`config.mk`:
```
export PLATFORM = sky130hd
export DESIGN_NAME = free_class_bitmap_finder_unit
export DESIGN_NICKNAME = d
export VERILOG_FILES = /design/src/rtl/fcbf_pkg.sv /design/src/rtl/free_class_bitmap_finder_unit.sv /design/src/rtl/fcbf_class_ram.sv /design/src/rtl/fcbf_word_scan.sv
export SDC_FILE = /design/constraint.sdc
export NUM_CORES = 1
export LEC_CHECK = 0
export ABC_AREA = 1
export ABC_CLOCK_PERIOD_IN_PS = 3100
export BUFFER_PORTS_ARGS = -buffer_cell sky130_fd_sc_hd__buf_2
export CORE_UTILIZATION = 50
export DETAILED_ROUTE_END_ITERATION = 10
export GPL_TIMING_DRIVEN = 1
export MAX_ROUTING_LAYER = met4
export PLACE_DENSITY_LB_ADDON = 0.15
export SYNTH_ARGS = -nofsm -noshare
export SYNTH_HDL_FRONTEND = slang
export SYNTH_SLANG_ARGS = --single-unit
```
`constraint.sdc`:
```
create_clock -name clock -period 3.1 [get_ports clock]
set_input_delay 0.465 -clock clock [delete_from_list [all_inputs] [get_ports clock]]
set_output_delay 0.465 -clock clock [all_outputs]
set_load 0.01 [all_outputs]
```
`src/rtl/fcbf_pkg.sv`:
```
// Package for the free class bitmap finder: sizes, command codes and the
// memory request structure. No dependencies.
`default_nettype none

package fcbf_pkg;

   // Index geometry
   localparam int NUM_CLASSES = 512;
   localparam int WORD_BITS   = 32;
   localparam int NUM_WORDS   = (NUM_CLASSES + WORD_BITS - 1) / WORD_BITS;
   localparam int CLASS_W     = $clog2(NUM_CLASSES);
   localparam int BIT_IDX_W   = $clog2(WORD_BITS);
   localparam int WORD_IDX_W  = $clog2(NUM_WORDS);

   // Field widths fixed by the interface
   localparam int CMD_W     = 2;
   localparam int REQUEST_W = 24;

   // Command codes
   localparam logic [CMD_W-1:0] CMD_MARK_FULL  = 2'd0;
   localparam logic [CMD_W-1:0] CMD_MARK_EMPTY = 2'd1;
   localparam logic [CMD_W-1:0] CMD_FIND       = 2'd2;

   // Access to the class bitmap memory
   typedef struct packed {
      logic                  rd_en;
      logic [WORD_IDX_W-1:0] rd_addr;
      logic                  wr_en;
      logic [WORD_IDX_W-1:0] wr_addr;
      logic [WORD_BITS-1:0]  wr_data;
   } fcbf_ram_req_type;

endpackage

`default_nettype wire

```
`src/rtl/free_class_bitmap_finder_unit.sv`:
```
// Free class bitmap finder: a class occupancy index for a segregated free
// list allocator. A mark transaction issues the memory read in the accepting
// cycle and the write back in the cycle after, and busy stays high through
// the write back. A find keeps busy high until it has its result. Each
// candidate word costs a summary select step plus a memory read. At most
// three words are read: the lowest non-empty one from the request's word up,
// possibly the next word with its first class excluded, then an unmasked
// word that always hits. One more select step is spent when the scan runs
// out of non-empty words; a find on an empty index takes only that step.
// The find result strobes on rsp_valid for one cycle as busy falls; the
// receiver cannot stall it. Command 3 is accepted and does nothing.
// Depends on fcbf_pkg, fcbf_class_ram and fcbf_word_scan.
`default_nettype none

module free_class_bitmap_finder_unit
   import fcbf_pkg::*;
(
   input  wire logic                 clock,
   input  wire logic                 reset,
   input  wire logic                 start,
   output logic                      busy,
   input  wire logic [CMD_W-1:0]     req_cmd,
   input  wire logic [CLASS_W-1:0]   req_class_index,
   input  wire logic [REQUEST_W-1:0] req_request_words,
   output logic                      rsp_valid,
   output logic                      rsp_found,
   output logic [CLASS_W-1:0]        rsp_found_class
);

   typedef enum logic [1:0] {
      ST_IDLE,
      ST_MARK_WR,
      ST_FIND_SEL,
      ST_FIND_CHK
   } state_type;

   state_type             state_ff,     state_in;
   logic [CMD_W-1:0]      cmd_ff,       cmd_in;
   logic [CLASS_W-1:0]    cls_ff,       cls_in;
   logic [WORD_IDX_W-1:0] scan_ff,      scan_in;
   logic [WORD_IDX_W-1:0] cur_ff,       cur_in;
   logic [NUM_WORDS-1:0]  summary_ff,   summary_in;
   logic                  rsp_valid_ff, rsp_valid_in;
   logic                  rsp_found_ff, rsp_found_in;
   logic [CLASS_W-1:0]    rsp_class_ff, rsp_class_in;

   fcbf_ram_req_type      ram_req;
   logic [WORD_BITS-1:0]  rd_data;
   logic [WORD_BITS-1:0]  cur_word;
   logic [WORD_BITS-1:0]  new_word;
   logic [WORD_IDX_W-1:0] cls_word;
   logic [BIT_IDX_W-1:0]  cls_bit;
   logic [CLASS_W-1:0]    req_r;
   logic                  sel_hit;
   logic [WORD_IDX_W-1:0] sel_idx;
   logic                  scan_hit;
   logic [BIT_IDX_W-1:0]  scan_bit;
   logic                  accept;

   fcbf_class_ram u_ram (
      .clock   (clock),
      .ram_req (ram_req),
      .rd_data (rd_data)
   );

   fcbf_word_scan u_scan (
      .word_data (rd_data),
      .word_idx  (cur_ff),
      .req_class (cls_ff),
      .hit       (scan_hit),
      .bit_idx   (scan_bit)
   );

   assign busy   = (state_ff != ST_IDLE);
   assign accept = start && !busy;

   // Size to class: zero behaves as one, oversize goes to the catch-all
   always_comb begin
      if (req_request_words == '0) begin
         req_r = '0;
      end else if (req_request_words > REQUEST_W'(NUM_CLASSES)) begin
         req_r = CLASS_W'(NUM_CLASSES - 1);
      end else begin
         req_r = CLASS_W'(req_request_words - REQUEST_W'(1));
      end
   end

   // Lowest non-empty word at or above the scan start
   always_comb begin
      sel_hit = 1'b0;
      sel_idx = '0;
      for (int i = NUM_WORDS - 1; i >= 0; i--) begin
         if (summary_ff[i] && (WORD_IDX_W'(i) >= scan_ff)) begin
            sel_hit = 1'b1;
            sel_idx = WORD_IDX_W'(i);
         end
      end
   end

   // Read-modify-write of a marked word; a word whose summary bit is clear
   // is all zero, so unwritten memory is never used
   assign cls_word = cls_ff[CLASS_W-1 -: WORD_IDX_W];
   assign cls_bit  = cls_ff[BIT_IDX_W-1:0];
   assign cur_word = summary_ff[cls_word] ? rd_data : '0;

   always_comb begin
      if (cmd_ff == CMD_MARK_FULL) begin
         new_word = cur_word | (WORD_BITS'(1) << cls_bit);
      end else begin
         new_word = cur_word & ~(WORD_BITS'(1) << cls_bit);
      end
   end

   // Next state, memory access and result
   always_comb begin
      state_in     = state_ff;
      cmd_in       = cmd_ff;
      cls_in       = cls_ff;
      scan_in      = scan_ff;
      cur_in       = cur_ff;
      summary_in   = summary_ff;
      rsp_valid_in = 1'b0;
      rsp_found_in = rsp_found_ff;
      rsp_class_in = rsp_class_ff;
      ram_req      = '0;

      case (state_ff)
         ST_IDLE: begin
            if (accept) begin
               cmd_in = req_cmd;
               if (req_cmd == CMD_MARK_FULL || req_cmd == CMD_MARK_EMPTY) begin
                  cls_in          = req_class_index;
                  ram_req.rd_en   = 1'b1;
                  ram_req.rd_addr = req_class_index[CLASS_W-1 -: WORD_IDX_W];
                  state_in        = ST_MARK_WR;
               end else if (req_cmd == CMD_FIND) begin
                  cls_in   = req_r;
                  scan_in  = req_r[CLASS_W-1 -: WORD_IDX_W];
                  state_in = ST_FIND_SEL;
               end
            end
         end
         ST_MARK_WR: begin
            ram_req.wr_en   = 1'b1;
            ram_req.wr_addr = cls_word;
            ram_req.wr_data = new_word;
            summary_in[cls_word] = (cmd_ff == CMD_MARK_FULL) ? 1'b1 : (|new_word);
            state_in        = ST_IDLE;
         end
         ST_FIND_SEL: begin
            if (sel_hit) begin
               ram_req.rd_en   = 1'b1;
               ram_req.rd_addr = sel_idx;
               cur_in          = sel_idx;
               state_in        = ST_FIND_CHK;
            end else begin
               rsp_valid_in = 1'b1;
               rsp_found_in = 1'b0;
               rsp_class_in = '0;
               state_in     = ST_IDLE;
            end
         end
         ST_FIND_CHK: begin
            if (scan_hit) begin
               rsp_valid_in = 1'b1;
               rsp_found_in = 1'b1;
               rsp_class_in = {cur_ff, scan_bit};
               state_in     = ST_IDLE;
            end else if (cur_ff == WORD_IDX_W'(NUM_WORDS - 1)) begin
               rsp_valid_in = 1'b1;
               rsp_found_in = 1'b0;
               rsp_class_in = '0;
               state_in     = ST_IDLE;
            end else begin
               scan_in  = cur_ff + WORD_IDX_W'(1);
               state_in = ST_FIND_SEL;
            end
         end
         default: begin
            state_in = ST_IDLE;
         end
      endcase
   end

   // State and registered outputs
   always_ff @(posedge clock) begin
      if (reset) begin
         state_ff     <= ST_IDLE;
         summary_ff   <= '0;
         rsp_valid_ff <= 1'b0;
         rsp_found_ff <= 1'b0;
         rsp_class_ff <= '0;
      end else begin
         state_ff     <= state_in;
         summary_ff   <= summary_in;
         rsp_valid_ff <= rsp_valid_in;
         rsp_found_ff <= rsp_found_in;
         rsp_class_ff <= rsp_class_in;
      end
      cmd_ff  <= cmd_in;
      cls_ff  <= cls_in;
      scan_ff <= scan_in;
      cur_ff  <= cur_in;
   end

   assign rsp_valid       = rsp_valid_ff;
   assign rsp_found       = rsp_found_ff;
   assign rsp_found_class = rsp_class_ff;

`ifndef NO_ASSERTIONS
   // A result only closes a find that was in progress
   a_rsp_after_busy: assert property (@(posedge clock) disable iff (reset)
      rsp_valid |-> $past(busy) && !busy)
      else $error("result strobe without a find in progress");

   // A miss always reports class zero
   a_miss_zero: assert property (@(posedge clock) disable iff (reset)
      (rsp_valid && !rsp_found) |-> (rsp_found_class == '0))
      else $error("miss with non-zero class");

   // Memory is written only on the write-back cycle of a mark
   a_wr_in_mark: assert property (@(posedge clock) disable iff (reset)
      ram_req.wr_en |-> (state_ff == ST_MARK_WR) && !ram_req.rd_en)
      else $error("memory write outside mark write-back");

   // Marking a class non-empty leaves its summary bit set
   a_summary_set: assert property (@(posedge clock) disable iff (reset)
      (state_ff == ST_MARK_WR && cmd_ff == CMD_MARK_FULL) |=>
         summary_ff[$past(cls_word)])
      else $error("summary bit not set after marking a class non-empty");
`endif

endmodule

`default_nettype wire

```
`src/rtl/fcbf_class_ram.sv`:
```
// Class bitmap memory: one word of occupancy bits per row, one write and
// one registered read per cycle. Depends on fcbf_pkg.
`default_nettype none

module fcbf_class_ram
   import fcbf_pkg::*;
(
   input  wire logic                 clock,
   input  wire fcbf_ram_req_type     ram_req,
   output logic [WORD_BITS-1:0]      rd_data
);

   logic [WORD_BITS-1:0] mem [NUM_WORDS];
   logic [WORD_BITS-1:0] rd_data_ff;

   // Write port
   always_ff @(posedge clock) begin
      if (ram_req.wr_en) begin
         mem[ram_req.wr_addr] <= ram_req.wr_data;
      end
   end

   // Registered read port
   always_ff @(posedge clock) begin
      if (ram_req.rd_en) begin
         rd_data_ff <= mem[ram_req.rd_addr];
      end
   end

   assign rd_data = rd_data_ff;

endmodule

`default_nettype wire

```
`src/rtl/fcbf_word_scan.sv`:
```
// Masks one bitmap word against the requested class (classes below it and
// the excluded next class) and finds the lowest remaining bit. Uses fcbf_pkg.
`default_nettype none

module fcbf_word_scan
   import fcbf_pkg::*;
(
   input  wire logic [WORD_BITS-1:0]  word_data,
   input  wire logic [WORD_IDX_W-1:0] word_idx,
   input  wire logic [CLASS_W-1:0]    req_class,
   output logic                       hit,
   output logic [BIT_IDX_W-1:0]       bit_idx
);

   logic [WORD_BITS-1:0] eligible;
   logic [CLASS_W:0]     skip_class;

   assign skip_class = {1'b0, req_class} + (CLASS_W+1)'(1);

   // Per-bit eligibility: at or above the request, next class skipped
   // unless it is the catch-all class
   always_comb begin
      logic [CLASS_W-1:0] cls;
      for (int b = 0; b < WORD_BITS; b++) begin
         cls = {word_idx, BIT_IDX_W'(b)};
         eligible[b] = word_data[b] && (cls >= req_class) &&
                       !(({1'b0, cls} == skip_class) &&
                         (cls != CLASS_W'(NUM_CLASSES - 1)));
      end
   end

   // Lowest set bit
   always_comb begin
      hit     = 1'b0;
      bit_idx = '0;
      for (int b = WORD_BITS - 1; b >= 0; b--) begin
         if (eligible[b]) begin
            hit     = 1'b1;
            bit_idx = BIT_IDX_W'(b);
         end
      end
   end

endmodule

`default_nettype wire
```
# Word-level counts from Yosys, hierarchy flattened
# Memories as Yosys holds them, arrays and structs flattened. A register that Yosys moved wholly into a read port is not among the register bits.
# Cells that the tools add are included.
[word_totals]
mem_count = 1
input_bits = 38
ff_bits = 48
ram_bits = 512
[mem_list]
columns = ["memory", "words", "word_bits", "read_ports", "rd_clocked_by_memory_dff", "wr", "line_no", "rtl"]
rows = [
  ["u_ram.mem", 16, 32, 1, 1, 1, "fcbf_class_ram.sv:13", "logic [WORD_BITS-1:0] mem [NUM_WORDS];"],
]
[op_classes]
n_eq_ne = 47
muxes = 140
order_cmp = 51
n_bitwise = 3
addsub = 3
reduce_logical = 132
shifts = 1
[op_table]
columns = ["op", "n"]
rows = [
  ["9-bit by 10-bit equality test with 1-bit output", 32],
  ["9-bit greater-or-equal comparator", 32],
  ["5-bit two-way mux", 35],
  ["4-bit two-way mux", 21],
  ["1-bit logical AND", 83],
  ["32-bit two-way mux", 2],
  ["9-bit two-way mux", 7],
  ["1-bit two-way mux", 59],
  ["37-bit two-way mux", 1],
  ["1-bit zero test", 33],
  ["32-bit AND", 1],
  ["4-bit greater-or-equal comparator (first input constant)", 8],
  ["32-bit inverter", 1],
  ["32-bit OR", 1],
  ["32-bit OR reduction", 1],
  ["1-bit by 5-bit << shifter with 32-bit output (first input constant)", 1],
  ["24-bit by 10-bit greater-than comparator with 1-bit output (second input constant)", 1],
  ["24-bit zero test", 1],
  ["9-bit case mux with 2 select lines", 1],
  ["16-bit bitwise mux", 1],
  ["3-bit by 4-bit greater-or-equal comparator with 1-bit output (first input constant)", 4],
  ["2-bit two-way mux", 6],
  ["2-bit != test (second input constant)", 6],
  ["9-bit by 1-bit adder with 10-bit output (second input constant)", 1],
  ["23 further kinds", 38],
]

# Logic depth before layout (Yosys ltp)
# Gate-level depths: netlist of the first run.
[logic_depth]
depth_word = 39
mapped_depth = 43
depth_no_buf = 42

# Cells and area by module
# A second synthesis of the first run with hierarchy kept.
[unflattened]
hier_cells = 3127
hier_area_um2 = 28489.8
[modules_own_cells]
columns = ["mod", "area_per_inst_um2", "seq_area_each_um2", "cells_each", "instances"]
rows = [
  ["fcbf_class_ram", 23050.9, 16335.7, 2120, 1],
  ["free_class_bitmap_finder_unit", 3962.6, 1151.1, 695, 1],
  ["fcbf_word_scan", 1476.4, 0.0, 312, 1],
]

# Worst setup path after synthesis of the first run
# No wires, ideal clock.
[synth_timing]
kind = "reg-to-reg"
start = "register cls_ff[6]"
end = "register scan_ff[0], enable pin"
synth_period_minus_slack_ns = 3.266
stages_incl_launch_ff = 22
t_required_ns = 2.771
setup_ns = 0.329
path_slack_ns = -0.166
t_arrival_ns = 2.937
path_cell_list = "edfxtp_1 -> inv_1 -> ha_1 -> nand2_1 -> nand2_1 -> nand2_1 -> and2_1 -> buf_2 -> inv_1 -> nor2_1 -> inv_1 -> a31oi_1 -> o21ai_0 -> nand2_1 -> nor2_1 -> nor2_1 -> nand3_1 -> nor3_1 -> nand2_1 -> nand2_1 -> inv_1 -> nor2_1"
[synth_via]
elab_chain_len = 39
[synth_lines]
columns = ["item", "line_no", "rtl"]
rows = [
  ["from (decl)", "free_class_bitmap_finder_unit.sv:39", "logic [CLASS_W-1:0] cls_ff, cls_in;"],
  ["from (signal assigned)", "free_class_bitmap_finder_unit.sv:201", "cls_ff <= cls_in;"],
  ["9-bit by 1-bit adder with 10-bit output", "fcbf_word_scan.sv:18", "assign skip_class = {1'b0, req_class} + (CLASS_W+1)'(1);"],
  ["9-bit by 10-bit equality test with 1-bit output", "fcbf_word_scan.sv:27", "!(({1'b0, cls} == skip_class) &&"],
  ["1-bit logical AND", "fcbf_word_scan.sv:27", ""],
  ["1-bit zero test", "fcbf_word_scan.sv:27", ""],
  ["1-bit logical AND", "fcbf_word_scan.sv:26", "eligible[b] = word_data[b] && (cls >= req_class) &&"],
  ["1-bit two-way mux (31 in a row)", "fcbf_word_scan.sv:37", "if (eligible[b]) begin"],
  ["1-bit two-way mux (*)", "fcbf_word_scan.sv:37", ""],
  ["2-bit != test (no line) (*)", "--", ""],
  ["6-bit AND reduction (no line) (*)", "--", ""],
  ["to (signal assigned)", "free_class_bitmap_finder_unit.sv:202", "scan_ff <= scan_in;"],
  ["to (decl)", "free_class_bitmap_finder_unit.sv:40", "logic [WORD_IDX_W-1:0] scan_ff, scan_in;"],
]
# Every way passes the cells marked *; elsewhere a longest branch is shown, timed or not.
# A chain may end at the register's enable or synchronous reset.

# Worst setup path in the final report of the first run
[layout_timing]
start = "register scan_ff[3]"
end = "register u_ram.rd_data_ff[10] (netlist: u_ram.rd_data[10]) (read register of u_ram.mem) (data pin)"
[layout_via]
elab_chain_len = 20
[layout_lines]
columns = ["item", "line_no", "rtl"]
rows = [
  ["4-bit greater-or-equal comparator", "free_class_bitmap_finder_unit.sv:93", "if (summary_ff[i] && (WORD_IDX_W'(i) >= scan_ff)) begin"],
  ["1-bit logical AND", "free_class_bitmap_finder_unit.sv:93", ""],
  ["4-bit two-way mux (15 in a row)", "free_class_bitmap_finder_unit.sv:93", ""],
  ["4-bit two-way mux (*)", "free_class_bitmap_finder_unit.sv:93", ""],
  ["named net sel_idx[0]", "free_class_bitmap_finder_unit.sv:55", "logic [WORD_IDX_W-1:0] sel_idx;"],
  ["5-bit two-way mux (*)", "free_class_bitmap_finder_unit.sv:151", "if (sel_hit) begin"],
  ["5-bit case mux with 2 select lines (*)", "free_class_bitmap_finder_unit.sv:127", "case (state_ff)"],
  ["to (decl)", "fcbf_class_ram.sv:14", "logic [WORD_BITS-1:0] rd_data_ff;"],
]
# Mark *: on every way through the listed nets, which the timed path passes. The rest lies on a longest branch.

==> results of run 1 <==
synth_stat cells, drive strengths merged (5+ instances only):
master / count
o22ai: 11
clkbuf: 94
inv: 186
o32ai: 34
buf: 28
nand3: 61
nand2: 229
dfxtp: 29
a21oi: 63
xor2: 6
o211ai: 39
a31oi: 30
nor2: 683
o311ai: 95
edfxtp: 563
a211oi: 5
nor3: 23
nor4: 8
nand4: 12
o21ai: 191
ha: 9
timing repair:
item | CTS | global route
cloned | 21 | 24
setup endpoints to repair | 49 | 144
pin swaps | 80 | 134
setup buffers | 31 | 27
resized for setup | 337 | 344
power by group through the flow:
| stage | Clock [uW] | Combinational, uW | Sequential [uW] |
|---|---|---|---|
| 4_1_cts | 6820 | 1420 | 8780 |
| 3_5_place_dp | 0 | 1180 | 8950 |
| 5_1_grt | 7130 | 1730 | 8790 |
| 3_3_place_gp | 0 | 1170 | 8950 |
| 6_report | 6780 | 1640 | 8790 |
| 2_1_floorplan | 0 | 614 | 8920 |
per-layer routing:
layer / track usage, % / vias to the layer above
met5: - / -
met4: 8.589 / 0
met3: 4.113 / 181
met2: 50.38 / 1064
met1: 44.13 / 10390
li1: - / 9385
final cells by class:
cell class                      instances  area share [%]
Sequential cell                       592           50.07
Multi-Input combinational cell       1514           26.06
Timing Repair Buffer                  444           13.89
Clock buffer                           79           4.504
Tap cell                              680           2.436
Inverter                              189           2.107
Clock inverter                         31          0.6664
Timing Repair inverter                  4          0.2651
registers in the layout, indices dropped and copies added (netlist names):
register and cells:
cls_ff 9, cmd_ff 2, cur_ff 4, rsp_found 1, rsp_found_class 9, rsp_valid 1, scan_ff 4, state_ff 2
summary_ff 16, u_ram.mem 512, u_ram.rd_data 32
kinds of logic after synthesis:
| group | after synthesis |
|---|---|
| compound gates | 475 |
| xor+xnor | 8 |
| fa+ha+maj | 9 |
| simple gates | 1022 |
| flops | 592 |
| buf+inv | 311 |
worst reg2reg max path, delay by kind of cell, from the launching register on:
kind            cells  cell delay (ns)
simple gates        7             0.84
compound gates     10             1.13
flops               1             0.45
buf+inv             5             0.69
worst max-delay path by stage:
stage	from	endpoint	slack (ns)	cells past startpoint
floorplan	cls_ff[6]	rsp_found_class[0]	0.0003	40
global placement	cls_ff[8]	scan_ff[1]	-0.39	20
detailed placement	cur_ff[1]	rsp_found_class[2]	-0.44	21
CTS	cls_ff[4]	rsp_found_class[2]	-0.20	23
global route	scan_ff[1]	u_ram.rd_data[10]	-0.54	22
finish	scan_ff[3]	u_ram.rd_data[10]	-0.30	22
stage by stage:
stage	total power, uW	hold WS [ns]	cells	TNS (ns)	worst slack (ns)
final	17200	0.05619	3533	-11.14	-0.2957
after global routing	17650	0.05013	3533	-23.10	-0.5387
after global placement	10120	0.4441	3330	-11.52	-0.3908
after CTS	17020	0.02791	3489	-7.698	-0.2004
after floorplan	9539	0.4830	2417	0	0.0002638
after detailed placement	10130	0.4508	3330	-14.08	-0.4383
==> results.cfg, run 1 <==
[sta]
final-hold-violation-count = 0
finalMaxSlewViolations = 0
finClkSkew_ns = 0.03297
fin_crit_ns = 3.396
fin_crit_sh_pct = 109.5
finalSetupViolCount = 64
slew_headroom_pct = 30.29
worst_slew_pin_slew_ns = 1.042
layout_setup_ws_ns = -0.2957
rsz0062_at_grt = true
clock.fmax_ghz = 0.2945

[synth]
postSynthAreaPerCell_sq_um = 10.81
synth.distinct_cells = 53
syn_inst = 2417
syn_nets = 2464
synth_fa_ha_area_share_pct = 0.4310
synth_top_area_cell = edfxtp_1
ys_seq_elements = 592
ys_warn_count = 0
synthXorXnorAreaFrac_pct = 0.2682
synth_compound_area_share_pct = 11.68
yosys.area_share.simple_pct = 16.04
syn_area_sq_mm = 0.02613
synth_area_leaders = edfxtp_1 (65%), nor2_1 (9.7%), o21ai_0 (3.6%)
yosysTopAreaCellShare_pct = 64.71
synth_edf_count = 563
async_flop_share_pct = 0
synth_top_family_by_area = simple AND/OR/NAND/NOR gates
yosysSeqAreaShare_pct = 66.93
synthFlopType = edfxtp_1
synth_mux_area_share_pct = 0

[routing]
routed-via-count = 21020
ant_nets = 0
wl_met2_um = 40800
viasPerCell = 5.949
route.met3.wl_um = 7166
drt_pass1_iterations = 5
dr.first_iter.drc_count = 2279
wl_met1_um = 35560
wl_per_cell_um = 24.39
routed_wl_um = 86170
drc = 0
topRoutingLayerUsed = met4

[setup_path]
crit_required_ns = 3.47
ff2ff_path_depth = 22
timing.rr.end = u_ram.rd_data[10]
cp_cell_sequence = nand2_2 -> inv_4 -> a21oi_2 -> o21ai_2 -> a21oi_2 -> nor2_1 -> o21bai_1 -> nand2_1 -> a21oi_1 -> nor2_1 -> o21ai_1 -> a21oi_2 -> nand2_2 -> nand2_8 -> buf_12 -> buf_12 -> clkinv_8 -> clkbuf_16 -> o21ai_0 -> o32ai_1 -> o211ai_1 -> nand2_1
cp_top_family = compound AO/OA/AOI/OAI gates
worstSetupStartpointType = register
critical_path_arrival_ns = 3.77
path_class = reg -> reg
reg2reg_from = scan_ff[3]
r2r_slack_ns = -0.30
cp_num_buf_inv = 5
setup.worst_path.end_class = register
cp_max_fo = 9
cp_common_cell = a21oi_2
slowest_stage = edfxtp_1
slowest_delay_ns = 0.45

[power]
ir_drop_mv = 0.5237
p_int_uw = 13080
swShare_pct = 23.98
power.leakage_uw = 0.01153
power.share.sequential_pct = 51.1
clockPowerShare_pct = 39.4
p_comb_share_pct = 9.5
p_switching_uw = 4125
powerDensity_mw_per_mm2 = 492.6

[die]
core_area_sq_mm = 0.05151
pin_count = 50
rows = 83
initial_core_util_pct = 50.72
die_x_um = 230.6
die_h_um = 230.6
die_area_sq_mm = 0.05317

[hold_path]
min_to = cmd_ff[0]
hold_start = req_cmd[0]
hp-class = in -> reg
hold_depth = 1

[finish]
drive_gt1_share_pct = 30.88
final_nets = 2851
n_antenna_cell = 0
seq_area_sq_mm = 0.01749
final_common_cell = edfxtp_1
area_growth_pct = 33.66
final_area_sq_mm = 0.03492
multi_input_comb_area_sq_mm = 0.009100
finish.utilization_pct = 67.80
fill_cells = 3743
layout_common_cells = edfxtp_1 (563), nor2_1 (517), buf_4 (265), nand2_1 (187), inv_1 (162)

[global_routing]
grt_pass1_vias = 19820
antenna_found_initial = 0
grt_max_degree = 102
track_usage_pct = 32.03
grt_pass1_wl_um = 123000
grt_overflow = 0

[clock_network]
hold_buffers = 0
clockBufferDepth = 3
numCtsBuffers = 59
clk_pin_slew_worst_paths_ns = 0.06
insertion_delay_ns = 0.66
cts_tree = done
root_buffer = clkbuf_16
cts_sinks = 592
htreeDepth = 2

[place]
dp_hpwl_um = 48110
port_buffers = 49
gp_congestion = 0.9760
dpl_cell_area_sq_mm = 0.02975

[status]
violations = negative setup slack
status = complete, but fails checks

[job]
cap_violations = 0
Note: power is estimated with default switching activity, not from simulation.
==> run 2, diff against run 1 <==
ABC_AREA = 0   (was 1)
BUFFER_PORTS_ARGS = -buffer_cell sky130_fd_sc_hd__clkbuf_2   (was -buffer_cell sky130_fd_sc_hd__buf_2)
PLACE_DENSITY = 0.65   (was unset)
PLACE_DENSITY_LB_ADDON = unset   (was 0.15)
==> run 2 against run 1 <==
The flow still finishes with violations (negative setup slack). Core utilization shrank 2.2 points. Critical path depth shrank 10. Area after synthesis grew 4.1%. Fmax grew 3.9%. Synthesized cell count shrank 21%. Clock power grew 7.2%. Worst setup slack gained 0.13 ns. Critical endpoint is now rsp_found_class[0]. Largest cell class unchanged.
==> results.cfg, run 2 <==
[routing]
dr.first_iter.drc_count = 1413
drc = 0
wl_per_cell_um = 25.22
drt_pass1_iterations = 5
routed-via-count = 18000
routed_wl_um = 76650
ant_nets = 0
viasPerCell = 5.924

[setup_path]
setup.worst_path.end_class = register
crit_cells = 12
cp_cell_sequence = nand3_2 -> or4_4 -> a21oi_4 -> o211ai_1 -> a21oi_2 -> nand4_1 -> buf_4 -> o41ai_4 -> buf_4 -> clkbuf_16 -> nand4b_1 -> o41ai_1
reg2reg_from = cls_ff[4]
ff2ff_path_depth = 12
cp_num_buf_inv = 3
cp_top_family = compound AO/OA/AOI/OAI gates
cp_max_fo = 7
r2r_slack_ns = -0.17
cp_common_cell = buf_4
critical_path_arrival_ns = 3.79
slowest_stage = or4_4
slowest_delay_ns = 0.56
crit_required_ns = 3.62
timing.rr.end = rsp_found_class[0]
worstSetupStartpointType = register
path_class = reg -> reg

[finish]
fill_cells = 3824
top_register = u_ram.mem
seq_area_sq_mm = 0.01749
final_cells = 3039
area_growth_pct = 29.86
largest_reg_flops = 512
final_nets = 2341
finish.utilization_pct = 65.64
layout_common_cells = edfxtp_1 (563), mux2i_1 (455), buf_4 (265), nor2_1 (81), clkbuf_16 (81)
final_common_cell = edfxtp_1
final_area_sq_mm = 0.03533
multi_input_comb_area_sq_mm = 0.01029
drive_gt1_share_pct = 32.75

[synth]
synthXorXnorAreaFrac_pct = 0.4738
synth_area_leaders = edfxtp_1 (62%), mux2i_1 (18%), dfxtp_1 (2.1%)
syn_nets = 1957
synthFlopType = edfxtp_1
ys_seq_elements = 592
yosysSeqAreaShare_pct = 64.28
ys_top_cells_by_count = edfxtp_1 (563), mux2i_1 (492), nor2_1 (109), nand2_1 (73)
postSynthAreaPerCell_sq_um = 14.24
syn_inst = 1910
ys_warn_count = 0
yosysTopAreaCellShare_pct = 62.15
async_flop_share_pct = 0
synth_edf_count = 563
yosys.area_share.simple_pct = 6.978
synth_top_family_by_area = multiplexers
synth_fa_ha_area_share_pct = 0.4140
synth_top_area_cell = edfxtp_1
synth.distinct_cells = 82
syn_area_sq_mm = 0.02720
synth.most_common_cell = edfxtp_1
synth_mux_area_share_pct = 18.86
synth_compound_area_share_pct = 6.637

[sta]
finClkSkew_ns = 0.01670
finalMaxSlewViolations = 0
rsz0062_at_grt = true
finalSetupViolCount = 41
worst_slew_pin_slew_ns = 1.072
fin_crit_ns = 3.268
slew_headroom_pct = 28.25
layout_setup_ws_ns = -0.1681
clock.fmax_ghz = 0.3060
fin_crit_sh_pct = 105.4
final-hold-violation-count = 0

[place]
placedCellCount = 2826
port_buffers = 49
gp_congestion = 1.010
dpl_cell_area_sq_mm = 0.03080
dp_slack_ns = -0.2205
dp_hpwl_um = 46170

[die]
rows = 85
initial_core_util_pct = 50.55
pin_count = 50
die_area_sq_mm = 0.05534
die_x_um = 235.3
die_h_um = 235.3
core_area_sq_mm = 0.05381

[hold_path]
hp-class = in -> reg
hold_start = req_class_index[3]
hold_depth = 2
min_to = cls_ff[3]

[power]
power_uw = 17550
ir_drop_mv = 0.4551
power.leakage_uw = 0.01136
powerDensity_mw_per_mm2 = 496.9

[clock_network]
root_buffer = clkbuf_16
clk_pin_slew_worst_paths_ns = 0.06
htreeDepth = 2
cts_tree = done
insertion_delay_ns = 0.63
numCtsBuffers = 60
clockBufferDepth = 3
cts_sinks = 592

[global_routing]
grt_max_degree = 34
grt_pass1_vias = 17370
track_usage_pct = 27.28
antenna_found_initial = 1
grt_overflow = 0
grt_pass1_wl_um = 109600

[status]
status = complete, but fails checks
violations = negative setup slack

[job]
cap_violations = 0
-- run 2: cell count changes after synthesis, sizes merged, moves of 16 or more --
cell and change:
nand2 -155, nand3 -22, o211ai -32, o32ai -29
buf +49, mux2i +492, o311ai -95, clkbuf -55
nor3 +30, inv -159, nor2 -574, o21ai -135
a21oi +16
-- run 2: layout make-up --
cell class | count | area share, %
Antenna cell | 1 | 0.007084
Clock buffer | 63 | 4.282
Clock inverter | 47 | 1.342
Inverter | 27 | 0.2869
Multi-Input combinational cell | 1175 | 29.13
Sequential cell | 592 | 49.50
Tap cell | 696 | 2.465
Timing Repair Buffer | 438 | 12.98
-- run 2: power breakdown --
group	switching, uW	total [uW]	internal [uW]
Sequential	63.2	8780	8710
Clock	3060	7270	4210
Combinational	780	1510	726
-- run 2: logic make-up (layout without fill, tap and decap cells) --
kind of cell / count (synthesis) / count (layout)
DFF: 592 / 592
muxes: 505 / 505
and+or+nand+nor: 374 / 374
AOI/OAI and AO/OA: 274 / 274
buffers and inverters: 143 / 575
xor gates and xnor gates: 13 / 13
adders and majority gates: 9 / 9
other: 0 / 1
-- run 2: worst max path at each step --
stage / from / endpoint / slack, ns
2_1_floorplan: cls_ff[8] / rsp_found_class[6] / 0.009
3_3_place_gp: cls_ff[4] / scan_ff[0] / -0.24
3_5_place_dp: cls_ff[4] / scan_ff[2] / -0.22
4_1_cts: cls_ff[4] / rsp_found_class[0] / -0.14
5_1_grt: cls_ff[5] / summary_ff[15] / -0.23
6_report: cls_ff[4] / rsp_found_class[0] / -0.17
-- run 2: routing by layer --
layer	routed length (um)	GRT usage, %
met2	37040	43.59
met1	33960	37.64
met3	3581	2.967
met5	0	-
met4	2074	6.675
-- run 2: what timing repair did --
item                       4_1_cts  5_1_grt
gates resized for setup         91      193
setup endpoints to repair       95      128
hold buffers                     0        0
pin swaps                       26       35
gates cloned                     2       21
setup buffers                   24       58
-- run 2: worst register-to-register path: cells and delay by family, from the launching register on --
| family | cells | cell delay [ns] |
|---|---|---|
| compound gates | 5 | 1.21 |
| simple gates | 4 | 0.95 |
| flops | 1 | 0.52 |
| buf+inv | 3 | 0.50 |
-- run 2: stage by stage --
stage          hold slack [ns]  setup TNS, ns
6_report                0.1710         -3.153
5_1_grt                 0.1469         -9.100
4_1_cts                 0.1406        -0.8892
3_5_place_dp            0.4463         -11.01
3_3_place_gp            0.4417         -6.299
2_1_floorplan           0.4805              0
==> run 3, diff against run 2 <==
ABC_CLOCK_PERIOD_IN_PS = 3700   (was 3100)
PLACE_DENSITY = 0.63   (was 0.65)
TNS_END_PERCENT = 1   (was unset)
clock period = 3.7 ns   (was 3.1 ns; I/O delays follow)
==> run 3 against run 2 <==
The run now ends clean. Fmax down 11%. Global-route usage is 1.1 points lower. Power is 18% lower. Largest power group unchanged.
==> results.cfg, run 3 (same netlist as run 2, synthesis figures left out) <==
[sta]
rsz0062_at_grt = true
layout_setup_ws_ns = 0.04030
setup_tns_ns = 0
worst_slew_pin_slew_ns = 1.271
finalSetupViolCount = 0
finalMaxSlewViolations = 0
clock.fmax_ghz = 0.2732
fin_crit_ns = 3.660
slew_headroom_pct = 15.27
fin_crit_sh_pct = 98.91
final-hold-violation-count = 0
finClkSkew_ns = 0.03772

[clock_network]
root_buffer = clkbuf_16
cts_sinks = 592
clk_pin_slew_worst_paths_ns = 0.06
htreeDepth = 2
hold_buffers = 0
numCtsBuffers = 61
cts_tree = done
insertion_delay_ns = 0.66
clockBufferDepth = 3

[finish]
n_antenna_cell = 0
final_nets = 2113
final_common_cell = edfxtp_1
multi_input_comb_area_sq_mm = 0.009301
seq_area_sq_mm = 0.01749
layout_common_cells = edfxtp_1 (563), mux2i_1 (492), buf_4 (132), nor2_1 (97), nand2_1 (73)
area_growth_pct = 16.05
largest_reg_flops = 512
top_register = u_ram.mem
drive_gt1_share_pct = 17.97
fill_cells = 4153

[place]
gp_congestion = 0.9696
dp_slack_ns = -0.005447
dp_hpwl_um = 42540
port_buffers = 49

[global_routing]
track_usage_pct = 26.20
grt_overflow = 0
grt_pass1_vias = 16480
grt_pass1_wl_um = 104800
antenna_found_initial = 0
grt_max_degree = 39

[die]
core_area_sq_mm = 0.05381
die_x_um = 235.3
rows = 85
initial_core_util_pct = 50.55
die_h_um = 235.3
die_area_sq_mm = 0.05534
pin_count = 50

[job]
cap_violations = 0

[routing]
routed_wl_um = 70320
ant_nets = 0
viasPerCell = 5.990
wl_per_cell_um = 25.01
drc = 0
routed-via-count = 16840
dr.first_iter.drc_count = 1513
drt_pass1_iterations = 5

[setup_path]
setup.worst_path.end_class = register
slowest_delay_ns = 0.72
cp_cell_sequence = buf_4 -> mux4_1 -> mux4_2 -> a31oi_1 -> nand4_1 -> nor3_1 -> nand3_1 -> buf_4 -> nor3_1 -> nor3_1
ff2ff_path_depth = 10
slowest_stage = mux4_2
crit_required_ns = 4.18
cp_num_buf_inv = 2
path_class = reg -> reg
critical_path_arrival_ns = 4.14
crit_cells = 10
cp_top_family = multiplexers
cp_common_cell = nor3_1
cp_max_fo = 19
worstSetupStartpointType = register

[power]
power_uw = 14380
power.leakage_uw = 0.009731
powerDensity_mw_per_mm2 = 455.4
ir_drop_mv = 0.4643

[hold_path]
hold_depth = 1
hp-class = in -> reg

[status]
status = finished, final reports clean
==> run 3: path summary, 6_finish.rpt <==
check                   to       start  slack [ns]
max          summary_ff[5]   cls_ff[5]        0.04
min              cmd_ff[0]  req_cmd[0]        0.18
max reg2reg  summary_ff[5]   cls_ff[5]        0.04
min reg2reg      rsp_found   rsp_found        0.45
==> run 3: layout make-up <==
type,instances,area share [%]
Clock buffer,78,5.204
Clock inverter,34,1.165
Inverter,27,0.3210
Multi-Input combinational cell,1175,29.46
Sequential cell,592,55.39
Tap cell,696,2.759
Timing Repair Buffer,209,5.692
==> run 3: per-stage QoR <==
| stage | hold WS (ns) | util (%) | area [sq um] | cells |
|---|---|---|---|---|
| 2_1_floorplan | 0.4805 | - | 27210 | 1910 |
| 3_3_place_gp | 0.4480 | 54.71 | 29440 | 2689 |
| 3_5_place_dp | 0.4463 | 54.71 | 29440 | 2689 |
| 4_1_cts | 0.1443 | 58.44 | 31450 | 2801 |
| 5_1_grt | 0.1736 | 58.66 | 31570 | 2811 |
| 6_report | 0.1785 | 58.66 | 31570 | 2811 |
==> run 3: worst reg2reg max path, cell delays in order (launching register included) <==
cell and delay, ns:
edfxtp_1 0.41, buf_4 0.18, mux4_1 0.58, mux4_2 0.72, a31oi_1 0.43, nand4_1 0.14, nor3_1 0.45, nand3_1 0.14
buf_4 0.23, nor3_1 0.17, nor3_1 0.07
==> run 3: per-layer routing <==
layer  track usage, %  vias to the layer above  share of wire [%]
met5                -                        -                  0
met4            8.101                        0                2.7
met3            3.119                      107                5.4
met2            39.42                      529                 46
met1            37.42                     8492                 46
li1                 -                     7711                  -
==> run 3: what timing repair did <==
item                       CTS  global route
gates resized for setup      1            16
setup endpoints to repair    1            43
pin swaps                    0             1
buffers inserted             0            10
==> run 3: power breakdown <==
group	total, uW	switching, uW	leakage [uW]	internal, uW
combinational	885	529	0.00405	356
clock	6140	2580	0.000976	3560
sequential	7350	47.3	0.00471	7300
total	14400	3160	0.00973	11200
